<file path="src/sdt_pkg.sv">
package sdt_pkg;

	// byte codes of the text
	localparam logic [7:0] CH_NUL   = 8'h00;
	localparam logic [7:0] CH_PLUS  = 8'h2B;
	localparam logic [7:0] CH_MINUS = 8'h2D;
	localparam logic [7:0] CH_ZERO  = 8'h30;
	localparam logic [7:0] CH_NINE  = 8'h39;

	// parse phase
	localparam logic [1:0] PH_START  = 2'd0;
	localparam logic [1:0] PH_SIGNED = 2'd1;
	localparam logic [1:0] PH_DIGITS = 2'd2;

	// result status
	localparam logic [1:0] ST_OK  = 2'd0;
	localparam logic [1:0] ST_BAD = 2'd1;
	localparam logic [1:0] ST_OVF = 2'd2;

	localparam int MAG_W = 34;
	localparam int CNT_W = 4;

	localparam logic [CNT_W-1:0] MAX_DIGITS = 4'd10;
	localparam logic [CNT_W-1:0] DIGIT_CAP  = 4'd11;

	localparam logic [MAG_W-1:0] POS_LIMIT = 34'd2147483647;
	localparam logic [MAG_W-1:0] NEG_LIMIT = 34'd2147483648;

	typedef logic [MAG_W-1:0] mag_t;
	typedef logic [CNT_W-1:0] cnt_t;

endpackage

</file>
<file path="src/sdt_if.sv">
interface sdt_byte_if;
	logic       valid;
	logic       ready;
	logic [7:0] ch;

	modport source(output valid, output ch, input ready);
	modport sink(input valid, input ch, output ready);
endinterface

interface sdt_result_if;
	logic              valid;
	logic              ready;
	logic signed [31:0] value;
	logic [1:0]        status;

	modport source(output valid, output value, output status, input ready);
	modport sink(input valid, input value, input status, output ready);
endinterface

</file>
<file path="src/strict_decimal_text_to_int32.sv">
// Strict decimal text to signed 32-bit integer. The text arrives one ASCII byte per item on
// "text" and a zero byte ends it; the block then gives one item on "result" holding the value
// and a status (ok, invalid text, overflow). Accepted text: an optional '+' or '-', at least one
// digit, then the terminator; any other byte makes the whole string invalid, and invalid wins
// over overflow. More than ten digits (leading zeros count) or a value outside the int32 range
// is overflow; value reads zero whenever status is not ok. Throughput is one byte per cycle,
// save for the terminator stall below: each byte is held in an input register and folded into
// the running magnitude in the next cycle by one shift-and-add multiply by ten; the terminator's
// result goes from the input register into the output register. The output register lets the next string
// start streaming while a result waits; only a terminator that finds the output register still
// full holds the input back. No clearing pass is needed after reset.
module strict_decimal_text_to_int32
	import sdt_pkg::*;
(
	input logic          clk,
	input logic          arst_n,
	sdt_byte_if.sink     text,
	sdt_result_if.source result
);

	// input stage
	logic       valid_s1;
	logic [7:0] ch_s1;

	// parse state
	logic [1:0] phase_q;
	logic       neg_q;
	mag_t       mag_q;
	cnt_t       cnt_q;
	logic       bad_q;

	// result register
	logic              out_valid_q;
	logic signed [31:0] value_q;
	logic [1:0]        status_q;

	logic       is_term;
	logic       is_digit;
	logic       is_sign;
	logic       adv_s1;
	logic       take_term;
	logic [3:0] digit;
	mag_t       mag_next;
	logic       ovf;
	logic [1:0] res_status;
	logic [31:0] res_value;

	always_comb begin
		is_term  = (ch_s1 == CH_NUL);
		is_digit = ch_s1 inside {[CH_ZERO:CH_NINE]};
		is_sign  = (ch_s1 == CH_PLUS) || (ch_s1 == CH_MINUS);
		// a terminator must find room in the result register; other bytes always move on
		adv_s1    = valid_s1 && (!is_term || !out_valid_q || result.ready);
		take_term = adv_s1 && is_term;
		digit     = 4'(ch_s1 - CH_ZERO);
		// times ten as eight plus two, plus the new digit
		mag_next  = {mag_q[MAG_W-4:0], 3'b000} + {mag_q[MAG_W-2:0], 1'b0}
			+ MAG_W'(digit);
		ovf = (cnt_q > MAX_DIGITS) || (neg_q && mag_q > NEG_LIMIT)
			|| (!neg_q && mag_q > POS_LIMIT);
		res_value = '0;
		if (bad_q || phase_q != PH_DIGITS) begin
			res_status = ST_BAD;
		end else if (ovf) begin
			res_status = ST_OVF;
		end else begin
			res_status = ST_OK;
			res_value  = neg_q ? (32'd0 - mag_q[31:0]) : mag_q[31:0];
		end
	end

	assign text.ready    = !valid_s1 || adv_s1;
	assign result.valid  = out_valid_q;
	assign result.value  = value_q;
	assign result.status = status_q;

	// input register
	always_ff @(posedge clk or negedge arst_n) begin
		if (!arst_n) begin
			valid_s1 <= 1'b0;
		end else if (text.ready) begin
			valid_s1 <= text.valid;
		end
	end

	always_ff @(posedge clk) begin
		if (text.ready) begin
			ch_s1 <= text.ch;
		end
	end

	// parse state update
	always_ff @(posedge clk or negedge arst_n) begin
		if (!arst_n) begin
			phase_q <= PH_START;
			neg_q   <= 1'b0;
			mag_q   <= '0;
			cnt_q   <= '0;
			bad_q   <= 1'b0;
		end else if (adv_s1) begin
			if (is_term) begin
				// ready for the next string
				phase_q <= PH_START;
				neg_q   <= 1'b0;
				mag_q   <= '0;
				cnt_q   <= '0;
				bad_q   <= 1'b0;
			end else if (!bad_q) begin
				if (is_digit) begin
					// magnitude freezes past the tenth digit, count holds at its cap
					if (cnt_q < MAX_DIGITS) begin
						mag_q <= mag_next;
					end
					if (cnt_q < DIGIT_CAP) begin
						cnt_q <= cnt_q + 4'd1;
					end
					phase_q <= PH_DIGITS;
				end else if (is_sign && phase_q != PH_SIGNED && phase_q != PH_DIGITS) begin
					neg_q   <= (ch_s1 == CH_MINUS);
					phase_q <= PH_SIGNED;
				end else begin
					// stray byte: rest of the string ignored up to the terminator
					bad_q <= 1'b1;
				end
			end
		end
	end

	// result register
	always_ff @(posedge clk or negedge arst_n) begin
		if (!arst_n) begin
			out_valid_q <= 1'b0;
		end else if (result.ready || !out_valid_q) begin
			out_valid_q <= take_term;
		end
	end

	always_ff @(posedge clk) begin
		if (take_term) begin
			value_q  <= res_value;
			status_q <= res_status;
		end
	end

`ifndef SYNTHESIS
	a_cnt_cap: assert property (@(posedge clk) disable iff (!arst_n)
		cnt_q <= DIGIT_CAP)
		else $error("digit count beyond cap");

	a_term_gives_item: assert property (@(posedge clk) disable iff (!arst_n)
		take_term |=> out_valid_q)
		else $error("terminator did not produce an item");

	a_term_clears: assert property (@(posedge clk) disable iff (!arst_n)
		take_term |=> (cnt_q == '0 && !bad_q && phase_q == PH_START && mag_q == '0))
		else $error("parse state not cleared after terminator");

	a_error_zero: assert property (@(posedge clk) disable iff (!arst_n)
		(out_valid_q && status_q != ST_OK) |-> (value_q == '0))
		else $error("value not zero on error status");
`endif

endmodule
</file>
<file path="src/flat_wrapper.sv">
// flat-port wrapper written by rule: the top's interface ports become plain ports
module strict_decimal_text_to_int32_flat import sdt_pkg::*;
  (clk, arst_n, text_valid, text_ch, text_ready, result_valid, result_value, result_status, result_ready);
  sdt_byte_if text_i ();
  sdt_result_if result_i ();
  input logic clk;
  input logic arst_n;
  input wire logic [$bits(text_i.valid)-1:0] text_valid;
  input wire logic [$bits(text_i.ch)-1:0] text_ch;
  output wire logic [$bits(text_i.ready)-1:0] text_ready;
  output wire logic [$bits(result_i.valid)-1:0] result_valid;
  output wire logic [$bits(result_i.value)-1:0] result_value;
  output wire logic [$bits(result_i.status)-1:0] result_status;
  input wire logic [$bits(result_i.ready)-1:0] result_ready;
  assign text_i.valid = text_valid;
  assign text_i.ch = text_ch;
  assign text_ready = text_i.ready;
  assign result_valid = result_i.valid;
  assign result_value = result_i.value;
  assign result_status = result_i.status;
  assign result_i.ready = result_ready;
  strict_decimal_text_to_int32 u_core (.clk(clk), .arst_n(arst_n), .text(text_i), .result(result_i));
endmodule
</file>
<file path="config.mk">
export PLATFORM = sky130hd
export DESIGN_NAME = strict_decimal_text_to_int32_flat
export DESIGN_NICKNAME = d
export VERILOG_FILES = /design/src/sdt_pkg.sv /design/src/sdt_if.sv /design/src/strict_decimal_text_to_int32.sv /design/src/flat_wrapper.sv
export SDC_FILE = /design/constraint.sdc
export NUM_CORES = 1
export LEC_CHECK = 0
export BUFFER_PORTS_ARGS = -buffer_cell sky130_fd_sc_hd__buf_4
export CORE_MARGIN = 5
export CORE_UTILIZATION = 45
export CTS_CLUSTER_SIZE = 40
export DETAILED_ROUTE_END_ITERATION = 6
export GPL_TIMING_DRIVEN = 0
export PLACE_DENSITY = 0.68
export SETUP_SLACK_MARGIN = 0.02
export SLEW_MARGIN = 30
export SYNTH_ARGS = -nofsm -noshare
export SYNTH_HDL_FRONTEND = slang
export SYNTH_SLANG_ARGS = --single-unit
</file>
<file path="constraint.sdc">
create_clock -name clk -period 6 [get_ports clk]
set_input_delay 0.9 -clock clk [delete_from_list [all_inputs] [get_ports clk]]
set_output_delay 0.9 -clock clk [all_outputs]
set_load 0.1 [all_outputs]
</file>
==> results of run 1 <==
## worst paths after layout
path / startpoint / end / slack, ns / cells after the start
max: u_core.mag_q[2] / u_core.mag_q[30] / 2.23 / 11
min: u_core.mag_q[33] / u_core.mag_q[33] / 0.51 / 1
max reg2reg: u_core.mag_q[2] / u_core.mag_q[30] / 2.23 / 11
min reg2reg: u_core.mag_q[33] / u_core.mag_q[33] / 0.51 / 1
max in group asynchronous: arst_n / u_core.cnt_q[3] / 5.06 / 1
min in group asynchronous: arst_n / u_core.mag_q[33] / 0.55 / 1
## sequential cells by signal, summed over array words and instances (netlist names)
name / count
u_core.mag_q: 34
u_core.result.value: 32
u_core.ch_s1: 8
u_core.cnt_q: 4
u_core.phase_q: 2
u_core.result.status: 2
u_core.bad_q: 1
u_core.neg_q: 1
u_core.result.valid: 1
u_core.valid_s1: 1
## worst register-to-register path: stages, from the launching register on
cell      delay (ns)
dfrtp_1         0.49
inv_1           0.10
fa_1            0.52
fa_1            0.48
nor2b_1         0.20
o2111a_1        0.24
o31a_1          0.25
a211oi_1        0.15
o31ai_1         0.60
a31oi_1         0.22
xnor2_1         0.20
a22o_1          0.22
## layout by cell type, fill, tap and decap left out, drive strengths merged, types with 10 or more instances in the layout
cell    Yosys  layout
ha         65      65
nor2       63      63
buf         4      52
dfrtp      44      44
o21ai      42      42
edfxtp     42      42
xor2       40      40
nand2      38      38
a21oi      36      36
a22o       29      29
clkbuf     16      26
xnor2      21      21
inv        16      17
nand3      12      12
o31ai      11      11
or3        10      10
## layout make-up
cell class	count	share of cell area
multi-input combinational	473	0.502
sequential	86	0.344
timing repair buffer	48	0.0554
clock buffer	10	0.0348
tap	176	0.0320
buffer	20	0.0142
clock inverter	6	0.00874
inverter	16	0.00874
## where the power goes
part	total [mW]	switching, mW	internal, mW
clock	0.562	0.229	0.332
sequential	0.626	0.00536	0.620
combinational	0.0371	0.0225	0.0146
## layer usage
| layer | global-route usage | part of all wire | vias to the layer above | wire length [um] |
|---|---|---|---|---|
| met1 | 0.255 | 0.51 | 2215 | 6880 |
| met5 | 0 | 0 | - | 0 |
| met2 | 0.264 | 0.44 | 88 | 5950 |
| met4 | 0.0606 | 0.023 | 0 | 308 |
| li1 | - | - | 2342 | - |
| met3 | 0.0299 | 0.033 | 19 | 450 |
## cells by family (layout without fill, tap and decap cells)
family          Yosys count  after routing
compound gates          175            175
simple gates            167            167
xor+xnor                 61             61
mux                       3              3
buf+inv                  36            100
fa+ha+maj                67             67
flops                    86             86
## per-stage QoR
stage	setup WS (ns)	hold WS (ns)
finish	2.23	0.510
global route	2.04	0.546
CTS	2.25	0.513
detailed placement	2.26	0.499
global placement	2.30	0.498
floorplan	2.77	0.474
==> out/qor.yml, run 1 <==
synth_top_cell_area_share: 0.211
peakVddDrop_v: 0.000153
seq_area_mm2: 0.00236
clock.fmax_mhz: 266
drt-pass1-iter-count: 4
ios: 48
path_class: "reg -> reg"
worst-slew-pin-transition_ns: 0.645
clockBufferDepth: 2
cts-root-buf: "clkbuf_16"
fin_setup_tns_ns: 0
htreeDepth: 3
area_growth_pct: 15.2
synth_seq_cells: 86
cp-end-kind: "register"
synth.area.top_cells: "edfxtp_1 21%, dfrtp_1 18%, ha_1 14%"
n_fill_cell: 1170
crit_fanout: 8
io_buffer_count: 47
insertion_delay_ns: 0.35
synth_top_family_by_area: "compound AO/OA/AOI/OAI gates"
antenna_cells: 0
synth-adder-area-share: 0.143
cts_setup_buffers: 0
cts_resized: 0
path_buf_inv: 1
max-slew-margin-rel: 0.567
drv_cap: 0
clock_skew_ns: 0.00886
synth_commonest_cells: "65 x ha_1, 54 x nor2_1, 44 x dfrtp_1"
clkTransAtPathRegs_ns: 0.06
drt_iter0_markers: 454
antenna_found_initial: 0
grt_usage: 0.175
setup.worst_path.start_class: "register"
drt_wl_total_um: 13600
cts_tree: "built"
fin_nets: 733
cts_made_buffers: 9
cpMostUsedCell: "fa_1"
critPathMaxStageDelay_ns: 0.59
clkSinkCount: 86
worstPathArrival_ns: 4.00
gp_congestion: 0.851
dp.cells: 819
wire_per_inst_um: 16.3
ant_nets: 0
finalMaxSlewViolations: 0
syn_area_per_cell_um2: 10.0
synth_cells: 595
period_share: 0.628
overflow: 0
ys_async_sr_fraction: 0.512
die_w_um: 125
synth_compound_area_frac: 0.199
path_cells: "inv_1, fa_1, fa_1, nor2b_1, o2111a_1, o31a_1, a211oi_1, o31ai_1, a31oi_1, xnor2_1, a22o_1"
synthSimpleGateAreaFrac: 0.141
synth_ff_type: "dfrtp_1"
synth_xor_area_frac: 0.0896
p_leak_nw: 3.01
start_util: 0.454
rsz0062_at_grt: "no"
place_area_mm2: 0.00657
grt_max_degree: 45
synth_edf_count: 42
fin_area_mm2: 0.00687
power_density_mw_per_mm2: 178
postCtsHoldBufs: 0
die_h_um: 125
crit_slowest_cell: "o31ai_1"
drc: 0
final_cells: 835
ys_seq_area_frac: 0.396
multi_input_area_mm2: 0.00345
final_util: 0.523
syn_nets: 674
synthMuxAreaShare: 0.00524
cp_top_family: "compound AO/OA/AOI/OAI gates"
dieArea_mm2: 0.0157
syn_area_mm2: 0.00596
drive_gt1_frac: 0.131
required_ns: 6.23
fin_crit_ns: 3.77
avgViaCountPerCell: 5.59
yosys_warnings: 0
synthDistinctLibCells: 56
vias: 4664
core_area_mm2: 0.0131
rows: 42
total_power_mw: 1.22
hold_class: "reg -> reg"
yosysTopAreaCell: "edfxtp_1"
grt_pass1_wl_um: 22700
dp_hpwl_um: 10700
status: "finished clean"
grt_pass1_vias: 4574
yosysMostFrequentCell: "ha_1"
finalHoldViolations: 0
setup_viol: 0
(Power assumes the default switching activity.)
==> run 2, diff against run 1 <==
--- a/config.mk
+++ b/config.mk
@@ -5,13 +5,14 @@
 export SDC_FILE = /design/constraint.sdc
 export NUM_CORES = 1
 export LEC_CHECK = 0
+export ABC_AREA = 1
 export BUFFER_PORTS_ARGS = -buffer_cell sky130_fd_sc_hd__buf_4
 export CORE_MARGIN = 5
 export CORE_UTILIZATION = 45
 export CTS_CLUSTER_SIZE = 40
 export DETAILED_ROUTE_END_ITERATION = 6
 export GPL_TIMING_DRIVEN = 0
-export PLACE_DENSITY = 0.68
+export PLACE_DENSITY = 0.67
 export SETUP_SLACK_MARGIN = 0.02
 export SLEW_MARGIN = 30
 export SYNTH_ARGS = -nofsm -noshare
==> constraint.sdc (replaced) <==
create_clock -name clk -period 3.47 [get_ports clk]
set_input_delay 0.5205 -clock clk [delete_from_list [all_inputs] [get_ports clk]]
set_output_delay 0.5205 -clock clk [all_outputs]
set_load 0.1 [all_outputs]
==> out/qor.yml, run 2 <==
cp_top_family: "simple AND/OR/NAND/NOR gates"
dp_hpwl_um: 13900
syn_nets: 1093
core_area_mm2: 0.0158
syn_area_mm2: 0.00718
syn_area_per_cell_um2: 7.08
path_cells: "inv_1, nand4_4, nor2_8, nand3_1, buf_4"
grt_usage: 0.187
synthDistinctLibCells: 39
clock.fmax_mhz: 376
ant_nets: 0
worst-path-stages: 5
synth.area.top_cells: "nand2_1 18%, edfxtp_1 18%, dfrtp_1 15%"
rows: 46
vias: 6229
top_register: "u_core.mag_q"
die_w_um: 136
setup_viol: 0
internal-power_mw: 1.74
overflow: 0
worstPathArrival_ns: 2.14
drv_cap: 0
postCtsHoldBufs: 0
setup.worst_path.start_class: "register"
io_buffer_count: 47
power_density_mw_per_mm2: 270
clock_skew_ns: 0.0105
cts_made_buffers: 9
p_leak_nw: 4.55
synth_ff_type: "dfrtp_1"
final_common_cell: "nand2_1"
clockBufferDepth: 2
peakVddDrop_v: 0.000217
yosysMostFrequentCell: "nand2_1"
yosysTopAreaCell: "nand2_1"
ios: 48
clock_power_share: 0.466
reg2regPathDepth: 13
power_frac_comb: 0.043
final_cells: 1293
grt_pass1_vias: 5756
wire_per_inst_um: 13.1
antenna_found_initial: 0
path_class: "reg -> out"
drive_gt1_frac: 0.114
avgViaCountPerCell: 4.82
fin_crit_ns: 2.66
fin_nets: 1151
largest_reg_flops: 34
final_util: 0.515
area_growth_pct: 13.2
required_ns: 2.95
synth_edf_count: 42
synth_seq_cells: 86
seqPwrFrac: 0.491
htreeDepth: 3
max-slew-margin-rel: 0.539
cts_setup_buffers: 0
ys_async_sr_fraction: 0.512
status: "finished clean"
dieArea_mm2: 0.0186
synth_commonest_cells: "346 x nand2_1, 162 x inv_1, 90 x nor2_1"
dp.cells: 1277
ys_seq_area_frac: 0.329
most-common-layout-cells: "346 x nand2_1, 161 x inv_1, 90 x nor2_1"
start_util: 0.455
crit_fanout: 10
cts-root-buf: "clkbuf_16"
fin_setup_tns_ns: 0
cp-end-kind: "output port"
die_h_um: 136
worst-slew-pin-transition_ns: 0.691
grt_pass1_wl_um: 27600
drc: 0
synth_cells: 1014
clkSinkCount: 86
finalMaxSlewViolations: 0
critPathMaxStageDelay_ns: 0.45
drt-pass1-iter-count: 5
fin_ws_ns: 0.810
insertion_delay_ns: 0.34
post-place-ws_ns: 0.820
drt_wl_total_um: 16900
crit_slowest_cell: "edfxtp_1"
clkTransAtPathRegs_ns: 0.07
yosys_warnings: 0
cts_tree: "built"
cts_resized: 0
p_sw_frac: 0.209
synth_top_cell_area_share: 0.181
grt_max_degree: 45
rsz0062_at_grt: "no"
gp_congestion: 0.948
antenna_cells: 0
period_share: 0.767
hold_class: "in -> async"
finalHoldViolations: 0
path_buf_inv: 2
switchingPower_uw: 458
drt_iter0_markers: 331
[run 2: cell families after synthesis]
kind of cell / share of synthesized area
xor gates and xnor gates: 0.0513
buffers and inverters: 0.102
AOI/OAI and AO/OA: 0.0495
adders and majority gates: 0.119
DFF: 0.329
and+or+nand+nor: 0.349
[run 2: layout make-up]
| type | instances | area (um2) |
|---|---|---|
| flip-flops and latches | 86 | 2360 |
| multi-input cells | 748 | 4080 |
| clock inverters | 7 | 97.6 |
| plain buffers | 13 | 104 |
| repair buffers | 47 | 353 |
| well taps | 216 | 270 |
| clock buffers | 9 | 225 |
| inverters | 167 | 628 |
| fillers | 1596 | 7650 |
[run 2: worst paths after layout]
check | startpoint | endpoint | slack (ns)
min in group clk | text_ch[4] | u_core.ch_s1[4] | 0.35
max in group asynchronous | arst_n | u_core.mag_q[22] | 2.90
worst max-delay path | u_core.ch_s1[1] | text_ready | 0.81
worst min-delay path | arst_n | u_core.mag_q[2] | 0.17
worst max register to register | u_core.mag_q[0] | u_core.mag_q[30] | 0.81
worst min register to register | u_core.phase_q[0] | u_core.phase_q[0] | 0.48
[run 2: per-stage QoR]
| stage | power (mW) | hold WS [ns] | instance area [um2] |
|---|---|---|---|
| finish | 2.19 | 0.173 | 8120 |
| global route | 2.27 | 0.215 | 8120 |
| CTS | 2.21 | 0.194 | 8120 |
| detailed placement | 1.19 | 0.468 | 7800 |
| global placement | 1.19 | 0.458 | 7800 |
| floorplan | 1.16 | 0.225 | 7180 |
[run 2: power groups by stage]
stage	clock network, mW	logic [mW]	registers [mW]
final	1.02	0.0937	1.08
after global routing	1.08	0.107	1.08
after CTS	1.04	0.0947	1.08
after detailed placement	0	0.0940	1.10
after global placement	0	0.0931	1.10
after floorplan	0	0.0579	1.10
[run 2: metal layers]
metal,up-vias,global-route usage,wire length [um]
li1,3296,-,-
met1,2796,0.270,8460
met2,121,0.300,7550
met3,16,0.0200,617
met4,0,0.0465,250
met5,-,0,0
[run 2: worst reg2reg max path: cells and delay by family, from the launching register on]
| family | cells | cell delay [ns] |
|---|---|---|
| buf+inv | 2 | 0.29 |
| simple gates | 9 | 0.91 |
| fa+ha+maj | 2 | 0.97 |
| flops | 1 | 0.38 |
